**src/rtl/caldate_pkg.sv**
```systemverilog
// Shared types, constants and helpers for the calendar date counter.
`default_nettype none

package caldate_pkg;

    // Operation codes carried in s_tuser
    localparam logic [1:0] OP_SET = 2'd0;
    localparam logic [1:0] OP_INC = 2'd1;
    localparam logic [1:0] OP_ADD = 2'd2;

    // Date limits
    localparam logic [11:0] YEAR_FIRST    = 12'd1980;
    localparam logic [11:0] YEAR_LAST_SET = 12'd2100;
    localparam logic [11:0] YEAR_TOP      = 12'd4095;
    localparam logic [11:0] YEAR_BASE     = 12'd1900;
    localparam logic [3:0]  MONTH_LAST    = 4'd12;
    localparam logic [4:0]  DAY_LAST_DEC  = 5'd31;
    localparam logic [4:0]  DAY_FEB_LEAP  = 5'd29;
    localparam logic [3:0]  MONTH_FEB     = 4'd2;
    localparam logic [6:0]  YEAR_IN_CENT_LAST = 7'd99;

    // Default clamp on a day count
    localparam int MAX_ADD_DAYS_DEF = 65535;

    // Widths of the request and result fields
    localparam int CNT_W = 16;

    // Command from controller to datapath
    typedef struct packed {
        logic load_set;   // try to load the requested date
        logic step;       // advance one day
        logic load_cnt;   // load the clamped day count
        logic dec_cnt;    // count one day off
        logic load_out;   // capture the result into the output register
    } dp_cmd_t;

    // Status from datapath to controller
    typedef struct packed {
        logic cnt_zero;   // no days left to add
        logic at_top;     // date sits at the last representable day
    } dp_stat_t;

    // Length of a month in a common year; codes past December read as 31
    function automatic logic [4:0] month_len(input logic [3:0] m);
        logic [4:0] len;
        case (m)
            4'd0:    len = 5'd0;
            4'd2:    len = 5'd28;
            4'd4:    len = 5'd30;
            4'd6:    len = 5'd30;
            4'd9:    len = 5'd30;
            4'd11:   len = 5'd30;
            default: len = 5'd31;
        endcase
        return len;
    endfunction

    // Length of a month with February stretched in leap years
    function automatic logic [4:0] days_in(input logic [3:0] m, input logic leap);
        logic [4:0] len;
        if (m == MONTH_FEB && leap)
        begin
            len = DAY_FEB_LEAP;
        end
        else
        begin
            len = month_len(m);
        end
        return len;
    endfunction

endpackage

`default_nettype wire

```
**src/rtl/caldate_dp.sv**
```systemverilog
// Datapath of the calendar date counter: date, leap tracking, day count, result register.
`default_nettype none

module caldate_dp #(
    parameter int MAX_ADD_DAYS = caldate_pkg::MAX_ADD_DAYS_DEF
) (
    input  wire logic                         clk,
    input  wire logic                         rst_n,
    input  wire caldate_pkg::dp_cmd_t         cmd,
    output caldate_pkg::dp_stat_t             stat,
    input  wire logic [3:0]                   set_month,
    input  wire logic [4:0]                   set_day,
    input  wire logic [11:0]                  set_year,
    input  wire logic [caldate_pkg::CNT_W-1:0] add_count,
    output logic [3:0]                        cur_month,
    output logic [4:0]                        cur_day,
    output logic [11:0]                       cur_year,
    output logic                              rejected
);

    logic [3:0]  month_reg, month_next;
    logic [4:0]  day_reg, day_next;
    logic [11:0] year_reg, year_next;
    // year within its century and century modulo four, for the leap rule
    logic [6:0]  yic_reg, yic_next;
    logic [1:0]  cent_reg, cent_next;
    logic [caldate_pkg::CNT_W-1:0] cnt_reg, cnt_next, cnt_load;
    logic [3:0]  out_month_reg;
    logic [4:0]  out_day_reg;
    logic [11:0] out_year_reg;
    logic        out_rej_reg;

    logic        cur_leap, set_leap, set_ok, at_top;
    logic [4:0]  cur_len;
    logic [11:0] set_off;
    logic [6:0]  set_yic;
    logic [1:0]  set_cent;

    // Leap flags: current year from century counters, requested year within set range
    assign cur_leap = (year_reg[1:0] == 2'd0) && ((yic_reg != 7'd0) || (cent_reg == 2'd0));
    assign set_leap = (set_year[1:0] == 2'd0) && (set_year != caldate_pkg::YEAR_LAST_SET);
    assign cur_len  = caldate_pkg::days_in(month_reg, cur_leap);

    // Validate the requested date
    assign set_ok = (set_year inside {[caldate_pkg::YEAR_FIRST:caldate_pkg::YEAR_LAST_SET]})
                 && (set_month inside {[4'd1:caldate_pkg::MONTH_LAST]})
                 && (set_day != 5'd0)
                 && (set_day <= caldate_pkg::days_in(set_month, set_leap));

    // Split the requested year into century counters (years 1980 to 2100 only)
    assign set_off = set_year - caldate_pkg::YEAR_BASE;
    always_comb
    begin
        if (set_off >= 12'd200)
        begin
            set_yic  = 7'(set_off - 12'd200);
            set_cent = 2'd1;   // 21: 21 mod 4
        end
        else if (set_off >= 12'd100)
        begin
            set_yic  = 7'(set_off - 12'd100);
            set_cent = 2'd0;   // 20: 20 mod 4
        end
        else
        begin
            set_yic  = 7'(set_off);
            set_cent = 2'd3;   // 19: 19 mod 4
        end
    end

    assign at_top = (year_reg == caldate_pkg::YEAR_TOP)
                 && (month_reg == caldate_pkg::MONTH_LAST)
                 && (day_reg == caldate_pkg::DAY_LAST_DEC);

    // Next date: load, advance one day, or hold
    always_comb
    begin
        month_next = month_reg;
        day_next   = day_reg;
        year_next  = year_reg;
        yic_next   = yic_reg;
        cent_next  = cent_reg;
        if (cmd.load_set && set_ok)
        begin
            month_next = set_month;
            day_next   = set_day;
            year_next  = set_year;
            yic_next   = set_yic;
            cent_next  = set_cent;
        end
        else if (cmd.step && !at_top)
        begin
            if (day_reg < cur_len)
            begin
                day_next = day_reg + 5'd1;
            end
            else if (month_reg < caldate_pkg::MONTH_LAST)
            begin
                month_next = month_reg + 4'd1;
                day_next   = 5'd1;
            end
            else
            begin
                year_next  = year_reg + 12'd1;
                month_next = 4'd1;
                day_next   = 5'd1;
                if (yic_reg == caldate_pkg::YEAR_IN_CENT_LAST)
                begin
                    yic_next  = 7'd0;
                    cent_next = cent_reg + 2'd1;
                end
                else
                begin
                    yic_next = yic_reg + 7'd1;
                end
            end
        end
    end

    // Clamp the requested day count
    assign cnt_load = (32'(add_count) > 32'(MAX_ADD_DAYS))
                    ? caldate_pkg::CNT_W'(MAX_ADD_DAYS) : add_count;

    always_comb
    begin
        cnt_next = cnt_reg;
        if (cmd.load_cnt)
        begin
            cnt_next = cnt_load;
        end
        else if (cmd.dec_cnt)
        begin
            cnt_next = cnt_reg - caldate_pkg::CNT_W'(1);
        end
    end

    // Date and count registers
    always_ff @(posedge clk or negedge rst_n)
    begin
        if (!rst_n)
        begin
            month_reg <= 4'd1;
            day_reg   <= 5'd1;
            year_reg  <= caldate_pkg::YEAR_FIRST;
            yic_reg   <= 7'd80;
            cent_reg  <= 2'd3;
            cnt_reg   <= '0;
        end
        else
        begin
            month_reg <= month_next;
            day_reg   <= day_next;
            year_reg  <= year_next;
            yic_reg   <= yic_next;
            cent_reg  <= cent_next;
            cnt_reg   <= cnt_next;
        end
    end

    // Result register: capture the date as it stands after this request
    always_ff @(posedge clk)
    begin
        if (cmd.load_out)
        begin
            out_month_reg <= month_next;
            out_day_reg   <= day_next;
            out_year_reg  <= year_next;
            out_rej_reg   <= cmd.load_set && !set_ok;
        end
    end

    assign stat.cnt_zero = (cnt_reg == '0);
    assign stat.at_top   = at_top;

    assign cur_month = out_month_reg;
    assign cur_day   = out_day_reg;
    assign cur_year  = out_year_reg;
    assign rejected  = out_rej_reg;

endmodule

`default_nettype wire

```
**src/rtl/caldate_ctrl.sv**
```systemverilog
// Controller of the calendar date counter: request handshake, add loop, result handshake.
`default_nettype none

module caldate_ctrl (
    input  wire logic                  clk,
    input  wire logic                  rst_n,
    input  wire logic                  s_tvalid,
    output logic                       s_tready,
    input  wire logic [1:0]            op,
    output logic                       m_tvalid,
    input  wire logic                  m_tready,
    output caldate_pkg::dp_cmd_t       cmd,
    input  wire caldate_pkg::dp_stat_t stat
);

    localparam logic ST_IDLE = 1'b0;
    localparam logic ST_RUN  = 1'b1;

    logic state_reg, state_next;
    logic out_valid_reg, out_valid_next;
    logic out_free, accept, done;

    assign out_free = !out_valid_reg || m_tready;
    assign s_tready = (state_reg == ST_IDLE) && out_free;
    assign accept   = s_tvalid && s_tready;
    assign done     = stat.cnt_zero || stat.at_top;

    // Issue datapath commands and pick the next state
    always_comb
    begin
        cmd        = '0;
        state_next = state_reg;
        case (state_reg)
            ST_IDLE:
            begin
                if (accept)
                begin
                    case (op)
                        caldate_pkg::OP_SET:
                        begin
                            cmd.load_set = 1'b1;
                            cmd.load_out = 1'b1;
                        end
                        caldate_pkg::OP_INC:
                        begin
                            cmd.step     = 1'b1;
                            cmd.load_out = 1'b1;
                        end
                        caldate_pkg::OP_ADD:
                        begin
                            cmd.load_cnt = 1'b1;
                            state_next   = ST_RUN;
                        end
                        default:
                        begin
                            cmd.load_out = 1'b1;
                        end
                    endcase
                end
            end
            ST_RUN:
            begin
                // Advance one day a cycle until the count runs out or the date tops out
                if (done)
                begin
                    if (out_free)
                    begin
                        cmd.load_out = 1'b1;
                        state_next   = ST_IDLE;
                    end
                end
                else
                begin
                    cmd.step    = 1'b1;
                    cmd.dec_cnt = 1'b1;
                end
            end
            default:
            begin
                state_next = ST_IDLE;
            end
        endcase
    end

    // Result valid: set on capture, drop when taken
    always_comb
    begin
        out_valid_next = out_valid_reg;
        if (cmd.load_out)
        begin
            out_valid_next = 1'b1;
        end
        else if (m_tready)
        begin
            out_valid_next = 1'b0;
        end
    end

    always_ff @(posedge clk or negedge rst_n)
    begin
        if (!rst_n)
        begin
            state_reg     <= ST_IDLE;
            out_valid_reg <= 1'b0;
        end
        else
        begin
            state_reg     <= state_next;
            out_valid_reg <= out_valid_next;
        end
    end

    assign m_tvalid = out_valid_reg;

endmodule

`default_nettype wire

```
**src/rtl/calendar_date_counter.sv**
```systemverilog
// Top level of the calendar date counter: stream ports, controller and datapath.
//
// Usage:
//   Requests enter on the s_ stream. s_tuser holds the operation: set date,
//   advance one day, or advance by add_count days. Each request yields one
//   result on the m_ stream: the date after the request and a reject flag
//   that is high when a set was refused as invalid (the date then holds).
//   Set, single-day advance and the unused code capture their result as the
//   request is taken, so it is valid in the next cycle. An add of n days loads
//   the count and then advances one day per cycle through the date datapath,
//   n clamped to MAX_ADD_DAYS and cut short at 31 December 4095, then captures.
//   Throughput: one request per cycle for set and single-day advance while
//   results are taken; during an add no new request is taken.
//   Reset sets the date to 1 January 1980 and empties the result register.
//   When the receiver stalls, the result register holds; one new request is
//   taken only in the cycle the held result leaves, so no result is lost.
`default_nettype none

module calendar_date_counter #(
    parameter int MAX_ADD_DAYS = caldate_pkg::MAX_ADD_DAYS_DEF
) (
    input  wire logic        clk,
    input  wire logic        rst_n,
    input  wire logic        s_tvalid,
    output logic             s_tready,
    // set_month[3:0], set_day[8:4], set_year[20:9], add_count[36:21], zero fill
    input  wire logic [39:0] s_tdata,
    // op[1:0]
    input  wire logic [1:0]  s_tuser,
    output logic             m_tvalid,
    input  wire logic        m_tready,
    // cur_month[3:0], cur_day[8:4], cur_year[20:9], zero fill
    output logic [23:0]      m_tdata,
    // rejected[0]
    output logic             m_tuser
);

    caldate_pkg::dp_cmd_t  cmd;
    caldate_pkg::dp_stat_t stat;
    logic [3:0]  cur_month;
    logic [4:0]  cur_day;
    logic [11:0] cur_year;

    caldate_ctrl u_ctrl (
        .clk      (clk),
        .rst_n    (rst_n),
        .s_tvalid (s_tvalid),
        .s_tready (s_tready),
        .op       (s_tuser),
        .m_tvalid (m_tvalid),
        .m_tready (m_tready),
        .cmd      (cmd),
        .stat     (stat)
    );

    caldate_dp #(
        .MAX_ADD_DAYS (MAX_ADD_DAYS)
    ) u_dp (
        .clk       (clk),
        .rst_n     (rst_n),
        .cmd       (cmd),
        .stat      (stat),
        .set_month (s_tdata[3:0]),
        .set_day   (s_tdata[8:4]),
        .set_year  (s_tdata[20:9]),
        .add_count (s_tdata[36:21]),
        .cur_month (cur_month),
        .cur_day   (cur_day),
        .cur_year  (cur_year),
        .rejected  (m_tuser)
    );

    assign m_tdata = {3'd0, cur_year, cur_day, cur_month};

endmodule

`default_nettype wire
```
**config.mk**
```make
export PLATFORM = sky130hd
export DESIGN_NAME = calendar_date_counter
export DESIGN_NICKNAME = d
export VERILOG_FILES = /design/src/rtl/caldate_pkg.sv /design/src/rtl/caldate_dp.sv /design/src/rtl/caldate_ctrl.sv /design/src/rtl/calendar_date_counter.sv
export SDC_FILE = /design/constraint.sdc
export NUM_CORES = 1
export LEC_CHECK = 0
export BUFFER_PORTS_ARGS = -buffer_cell sky130_fd_sc_hd__buf_2
export CAP_MARGIN = 30
export CORE_MARGIN = 4
export CORE_UTILIZATION = 62
export DETAILED_ROUTE_END_ITERATION = 6
export PLACE_DENSITY = 0.89
export RECOVER_POWER = 50
export SLEW_MARGIN = 20
export SYNTH_ARGS = -nofsm -noshare
export SYNTH_HDL_FRONTEND = slang
export SYNTH_SLANG_ARGS = --single-unit
```
**constraint.sdc**
```tcl
create_clock -name clk -period 7.15 [get_ports clk]
set_clock_uncertainty 0.15 [all_clocks]
set_input_delay 1.0725 -clock clk [delete_from_list [all_inputs] [get_ports clk]]
set_output_delay 1.0725 -clock clk [all_outputs]
set_load 0.01 [all_outputs]
```
---- After elaboration in Yosys (flattened, before gate mapping) ----
Cells that the tools add are included.
storage, ports and cells
  bits in registers ....................... 70
  bits in latches ......................... 0
  RAM bits ................................ 0
  memory bits (read-only) ................. 0
  bits of input ports ..................... 46
  output and inout port bits .............. 27
  logic and storage cells ................. 140
  memories ................................ 0
cells by class
  add/sub/neg operators ................... 9
  multipliers ............................. 0
  div/mod/pow operators ................... 0
  magnitude comparators ................... 9
  equality and inequality tests ........... 19
  shift operators ......................... 0
  mux-type cells .......................... 51
  bitwise logic cells ..................... 1
  reduce and logical (&&, ||, !) cells .... 39
operator list
  kind                    count
  $mux 7                  7
  $mux 12                 4
  $mux 16                 2
  $pmux 5 s3              2
  $mux 5                  5
  $eq 4x4->1 const B      5
  $eq 4x3->1 const B      4
  $logic_and 1x1->1       16
  $logic_not 16->1        1
  $mux 1                  16
  $mux 4                  4
  $sub 16x1->16 const B   1
  $mux 2                  7
  $sub 7x7->7 const B     2
  $add 12x1->12 const B   1
  $eq 12x12->1 const B    1
  $ge 12x11->1 const B    1
  $ge 12x7->1 const B     1
  $ge 12x8->1 const B     1
  $le 12x12->1 const B    1
  $ne 12x12->1 const B    1
  $sub 12x11->12 const B  1
  $eq 4x2->1 const B      2
  $logic_not 2->1         4
  26 further kinds        38

---- Logic depth before layout (Yosys ltp) ----
Gate-level depths: netlist of run 1.
  depth in word-level cells ............... 9
  mapped depth ............................ 15
  gate-level depth less buffers ........... 14

---- By module ----
From an unflattened synthesis of run 1, not the netlist that was laid out.
second synthesis, totals
  cell total of the unflattened synthesis .. 477
  area, all modules ....................... 4494.3 µm²
by module, submodules not included
  module                 times used  cells an instance  area each (µm²)  seq. area each (µm²)
  caldate_dp             1           456                4302.9           1829.3
  caldate_ctrl           1           17                 165.2            50.0
  calendar_date_counter  1           4                  26.3             0.0

---- Worst setup path before layout of run 1 ----
No wires, ideal clock.
  path kind ............................... input to register
  start ................................... in s_tdata[18]
  end ..................................... reg u_dp.out_year_reg[5], in the netlist u_dp.cur_year[5] (data pin)
  setup time .............................. 0.264 ns
  arrival time ............................ 3.602 ns
  data required time ...................... 6.736 ns
  slack ................................... 3.134 ns
  stages on the path ...................... 14
  buffers on the path ..................... 1
  cell sequence ........................... or4b_1 > nor3_1 > nand4_1 > and4_1 > nor3_1 > a31oi_1 > ha_1 > and3_1 > a31oi_1 > o31ai_1 > nand4_1 > inv_1 > buf_2 > o21ai_1
on the way
  cells in the longest elaborated chain, start to end .. 8
  elaborated cells between the ends (all ways) .. 13
  those cells by class .................... 3 x order compare; 1 x eq/ne; 2 x mux; 7 x reduce/logical
RTL lines
  what                         line                         source
  start: declaration           calendar_date_counter.sv:27  input wire logic [39:0] s_tdata,
  $ne 12x12->1                 caldate_dp.sv:41             assign set_leap = (set_year[1:0] == 2'd0) && (set_year != caldate_pkg::YEAR_LAST_SET);
  $logic_and 1x1->1            caldate_dp.sv:41
  $logic_and 1x1->1            caldate_pkg.sv:61            if (m == MONTH_FEB && leap)
  $mux 5                       caldate_pkg.sv:61
  $le 5x5->1                   caldate_dp.sv:48             && (set_day <= caldate_pkg::days_in(set_month, set_leap));
  $logic_and 1x1->1 *          caldate_dp.sv:48
  $logic_and 1x1->1 *          caldate_dp.sv:83             if (cmd.load_set && set_ok)
  $mux 12 *                    caldate_dp.sv:83
  named net u_dp.year_next[5]  caldate_dp.sv:23             logic [11:0] year_reg, year_next;
  end signal: assignment       caldate_dp.sv:167            out_year_reg <= year_next;
  end: declaration             caldate_dp.sv:30             logic [11:0] out_year_reg;
Mark *: on every way through the listed nets, which the timed path passes. The rest lies on a longest branch.
A chain may end at the register's enable or synchronous reset.

---- Final worst setup path of run 1 ----
  start ................................... in s_tdata[19]
  end ..................................... reg u_dp.out_year_reg[3], in the netlist u_dp.cur_year[3] (data pin)
The elaborated chain is that of the path after synthesis.

==> metrics.txt, run 1 <==
Synth Register Bits=70; Die Area=8728 µm²; startpoint types=input pin; Syn Area/Cell=9.348 µm²; Die X=93.43 µm; Post-synth EDFFs=22; RSZ-0062 raised after global routing=false; Final Setup Violations=0; fillers=540; Design Area, Final=5036 µm²; Distinct cells, synth=75; Final Critical Period=4.222 ns; Final ANT Viol Nets=0; H-tree depth=3; total CTS buffers=9; fraction of registers with async set/reset=68.57%; drt wl/cell=16.74 µm; TritonCTS clock tree=done; largest cells by area after synthesis=dfrtp_1 19%, edfxtp_1 15%, dfstp_2 8.1%; relative slew slack=-9.481%; DP Area=4891 µm²; Yosys warning count=0; final slew viol count=30; top sig layer=met4; wire length on met1=4596 µm; status=finished with violations; commonest non-fill, non-tap cell in the layout=nor2_1; Net count, final=617; initial core utilization=65.15%; initial DRC count=229; number of global-route vias before repair=3871; Seq/Total Area, Yosys=41.54%; initial antenna violation count=0; Worst setup EP type=flop; ANT cells=0; hpwl dp=7907 µm; Post-Syn Area=4524 µm²; total track usage=25.80%; Worst EP arrival=4.14 ns; first-pass GRT wire length=17940 µm; number of I/O pins=73; Port Buffer Count=66; FMAX=236.8 MHz; Syn-to-layout area delta=11.31%; vias per cell=6.186; reg2reg path depth=11; met3 wire len=635 µm; DR vias=3990; share of cells above drive strength 1=16.76%; Setup CP Type=in2reg; clk_lat worst skew=0.35 ns; total congestion overflow=0; max-cap violations=1; top_reg_cell synth=dfrtp_1; Hold Violations, Final=0; post-synth top area share=18.81%; routed wire length=10800 µm; power density cells=254.2 nW/µm²; period utilisation layout=59.05%; Critical Path RT=7.07 ns; Post-Syn Instances=484; worst hold path endpoint=u_ctrl.state_reg$_DFF_PN0_; First-pass DRT Iterations=5; Die Span Y=93.43 µm; Peak VDD IR=0.1761 mV; Post-CTS Setup Inserts=0; Worst-Margin Slew=1.642 ns; Yosys top cell by area=dfrtp_1; Tot Pwr=1280 µW; Final TNS setup=0 ns; Hold WS=0.4118 ns; Leakage=0.001985 µW; Post-CTS Hold Fix Bufs=0; Std-Cell Rows=30; HP Class=reg2reg; r2r startpoint=u_dp.month_reg[0]$_DFF_PN1_; Clock transition at path regs=0.07 ns; Sink Count=70; hold_sp=u_ctrl.state_reg$_DFF_PN0_; flop2flop setup slack=3.47 ns; hold path cells=2; Crit Reg-Reg Endpoint=u_dp.cur_day[0]$_DFFE_PP_; WL met2=5378 µm; crit-path max FO=16; highest-count cells in the layout ignoring fill and taps=45 x nor2_1, 42 x buf_2, 35 x a21oi_1, 35 x nand2_1, 34 x dfrtp_1; max reg flops=16; clock root cell=clkbuf_8; DRC=0; post-CTS sizing=0; largest net degree at the start of global routing=30; core area=6944 µm²; largest buffer count on any clock path=2; violated checks=capacitance limit, slew limit; RePlAce Congestion=0.9253
final cells by class:
type	instances	area [µm²]	area share, %
multi-input combinational	367	2426	48.17
sequential	70	1879	37.32
timing repair buffer	72	352.8	7.006
clock buffer	12	145.1	2.882
tap	96	120.1	2.385
inverter	24	90.09	1.789
clock inverter	4	22.52	0.4472
cells by family (layout without fill, tap and decap cells):
group | Yosys count | after routing | synth area share, %
fa+ha+maj | 27 | 27 | 7.467
mux | 7 | 7 | 1.742
buf+inv | 49 | 112 | 5.171
simple gates | 185 | 185 | 21.76
flops | 70 | 70 | 41.54
xor+xnor | 33 | 33 | 6.388
other cells | 1 | 3 | 0.08289
compound gates | 112 | 112 | 15.85
critical path, cell delays in order:
cell and delay, ns:
buf_2 0.15, or4b_1 0.54, nor3_1 0.22, nand4_1 0.15, and4_1 0.22, nor3_1 0.14
a31oi_1 0.07, ha_1 0.28, and3_1 0.14, a31oi_1 0.08, o31ai_1 0.11, nand4_1 0.14
buf_4 0.23, inv_1 0.39, o21ai_1 0.19
per-stage QoR:
stage | util, % | cells | setup WS (ns)
after floorplan | - | 486 | 3.134
after global placement | 69.87 | 624 | 2.303
after detailed placement | 70.43 | 626 | 2.207
after CTS | 72.85 | 642 | 2.578
after global routing | 72.52 | 645 | 2.674
final | 72.52 | 645 | 2.928
synthesized netlist by cell type, drive strengths merged (13+ instances only):
| library cell | instances |
|---|---|
| nand2 | 36 |
| dfstp | 14 |
| a21oi | 36 |
| o21ai | 20 |
| nor3 | 22 |
| dfrtp | 34 |
| xnor2 | 22 |
| inv | 24 |
| edfxtp | 22 |
| nand3 | 19 |
| ha | 27 |
| buf | 13 |
| a31oi | 17 |
| nor2 | 46 |
report_power, final:
group | total, µW | internal, µW | switching [µW] | leakage (µW)
clock network | 279 | 134 | 145 | 0.0000861
registers | 615 | 521 | 93.9 | 0.000761
logic | 387 | 169 | 218 | 0.00114
per-layer routing:
| metal | track usage [%] | vias up |
|---|---|---|
| li1 | - | 1881 |
| met1 | 32.67 | 1944 |
| met2 | 43.54 | 145 |
| met3 | 6.275 | 20 |
| met4 | 7.937 | 0 |
| met5 | 0 | - |
how the worst max path moves through the flow:
stage,startpoint,to,slack (ns)
6_report,s_tdata[19],u_dp.cur_year[3]$_DFFE_PP_,2.93
5_1_grt,s_tdata[19],u_dp.cur_year[3]$_DFFE_PP_,2.67
4_1_cts,s_tdata[19],u_dp.cur_day[0]$_DFFE_PP_,2.58
3_5_place_dp,s_tdata[19],u_dp.cur_year[11]$_DFFE_PP_,2.21
3_3_place_gp,s_tdata[19],u_dp.cur_month[0]$_DFFE_PP_,2.30
2_1_floorplan,s_tdata[18],u_dp.cur_year[5]$_DFFE_PP_,3.13
Power figures use the tool's default switching activity.
==> inputs of run 2 (changes only) <==
- CORE_UTILIZATION: 62 -> 57
- PLACE_DENSITY: 0.89 -> 0.83
- clock period: 7.15 -> 4.1 ns (I/O delays scaled with it)
==> run 2 against run 1 <==
Effect of this change:
- the flow now finishes without violations
- sequential power is 74% higher
- first-iteration DRC count increased by 2.6%
- sequential share of layout area down 0.48 points
- worst setup slack got worse by 2.5 ns
- highest routed layer unchanged
- total power is 81% higher
- clock-buffer cell count decreased by 3
- global-route usage is 2.5 points lower
- critical path type is now reg2reg
- core utilization is 6.5 points lower
- die area increased by 8.0%
- design area rose by 1.3%
- largest cell class unchanged
==> metrics.txt, run 2 (synthesis results as in run 1) <==
status=finished clean; clk_lat worst skew=0.35 ns; RSZ-0062 raised after global routing=false; Clock transition at path regs=0.08 ns; switching portion of total power=35.81%; largest buffer count on any clock path=2; ANT cells=0; H-tree depth=3; Final Setup Violations=0; power density cells=453.7 nW/µm²; placed insts=640; highest-count cells in the layout ignoring fill and taps=45 x nor2_1, 42 x buf_2, 35 x a21oi_1, 35 x nand2_1, 34 x dfrtp_1; Tot Pwr=2315 µW; final slew viol count=0; Die Area=9426 µm²; startpoint types=flop; routed wire length=10890 µm; FMAX=275.5 MHz; Final ANT Viol Nets=0; drt wl/cell=16.58 µm; Worst setup EP type=flop; vias per cell=6.027; Crit path largest cell delay=0.58 ns; hold_sp=s_tdata[22]; flop2flop setup slack=0.47 ns; Die Span Y=97.09 µm; HP Class=in2reg; relative slew slack=8.855%; slowest CP cell=nor2_1; Worst EP arrival=3.66 ns; Final TNS setup=0 ns; final core utilization=66.03%; clock root cell=clkbuf_8; share of cells above drive strength 1=18.02%; Std-Cell Rows=32; largest net degree at the start of global routing=26; period utilisation layout=88.52%; Worst Setup SP=u_dp.month_reg[0]$_DFF_PN1_; initial antenna violation count=0; core area=7727 µm²; Crit Reg-Reg Endpoint=u_dp.cur_day[4]$_DFFE_PP_; r2r startpoint=u_dp.month_reg[0]$_DFF_PN1_; hpwl dp=8144 µm; Hold Violations, Final=0; final non-filler cell total=657; TritonCTS clock tree=done; CP endpoint=u_dp.cur_day[4]$_DFFE_PP_; Port Buffer Count=66; First-pass DRT Iterations=5; total track usage=23.30%; Leakage=0.002028 µW; crit-path max FO=11; Critical Path RT=4.13 ns; reg2reg path depth=11; number of global-route vias before repair=3954; Post-CTS Hold Fix Bufs=0; total CTS buffers=9; commonest non-fill, non-tap cell in the layout=nor2_1; first-pass GRT wire length=18140 µm; post-CTS sizing=0; Clock power frac=24.4%; Die X=97.09 µm; DR vias=3960; Pint=1486 µW; Peak VDD IR=0.2365 mV; Worst-Margin Slew=1.367 ns; power share of the combinational group=29.6%; initial core utilization=58.55%; Net count, final=623; DRC=0; Syn-to-layout area delta=12.78%; Setup CP Type=reg2reg; multi-input gate area in the final layout=2419 µm²; max reg flops=16; register area=1879 µm²; CP Cell Sequence=inv_1, ha_1, nor4b_1, ha_1, and4_1, nand2_1, o211ai_1, nor2_1, and3_1, a21oi_1, a21oi_1; total congestion overflow=0; fillers=647; max-cap violations=0; Sink Count=70; RePlAce Congestion=0.8637; initial DRC count=235; number of I/O pins=73; sequential share of power=46.0%; NetSw=828.9 µW; Post-CTS Setup Inserts=0; Final Critical Period=3.629 ns
[run 2: changes by cell type in the layout (fill, tap and decap cells not counted), moves of 2 or more]
cell,delta
buf_6,-2
buf_4,+8
clkbuf_1,-2
clkinv_4,+2
[run 2: stage by stage]
stage	cell area (µm²)	worst slack (ns)	hold slack, ns
after global placement	4927	0.2269	0.3909
after floorplan	4532	0.4346	0.1694
final	5102	0.4709	0.3465
after CTS	5144	0.4281	0.1223
after global routing	5102	0.1786	0.3511
after detailed placement	4947	0.1339	0.4058
[run 2: worst min path at each step]
stage,slack [ns],depth (start not counted),to
after global placement,0.39,2,u_ctrl.m_tvalid$_DFFE_PN0P_
after detailed placement,0.41,2,u_ctrl.m_tvalid$_DFFE_PN0P_
after floorplan,0.17,0,u_ctrl.m_tvalid$_DFFE_PN0P_
after global routing,0.35,2,u_dp.cnt_reg[15]$_DFFE_PN0P_
final,0.35,3,u_dp.cnt_reg[1]$_DFFE_PN0P_
after CTS,0.12,1,u_dp.yic_reg[1]$_DFFE_PN0P_
[run 2: worst max-delay path, delay by kind of cell, from the launching register on]
kind,cells,cell delay [ns]
adders and majority gates,2,0.61
AOI/OAI and AO/OA,3,0.39
buffers and inverters,1,0.09
and+or+nand+nor,5,1.64
DFF,1,0.56
[run 2: area by class of cell]
type                    instances  share of cell area (%)
clock buffers                   9                   2.428
clock inverters                 7                   1.422
inverters                      24                   1.766
multi-input cells             367                   47.40
flip-flops and latches         70                   36.83
well taps                     102                   2.501
repair buffers                 78                   7.651
[run 2: per-layer routing]
| metal | routed length [µm] | vias to the layer above | global-route usage [%] |
|---|---|---|---|
| met1 | 4592 | 1894 | 29.20 |
| met3 | 621 | 27 | 5.025 |
| met5 | 0 | - | 0 |
| li1 | - | 1896 | - |
| met2 | 5437 | 143 | 39.70 |
| met4 | 240 | 0 | 8.315 |
[run 2: power by group through the flow]
stage	combinational, µW	clock, µW	sequential (µW)
2_1_floorplan	530	0	1040
3_3_place_gp	642	0	1060
3_5_place_dp	690	0	1070
4_1_cts	695	569	1060
5_1_grt	769	599	1090
6_report	685	564	1070
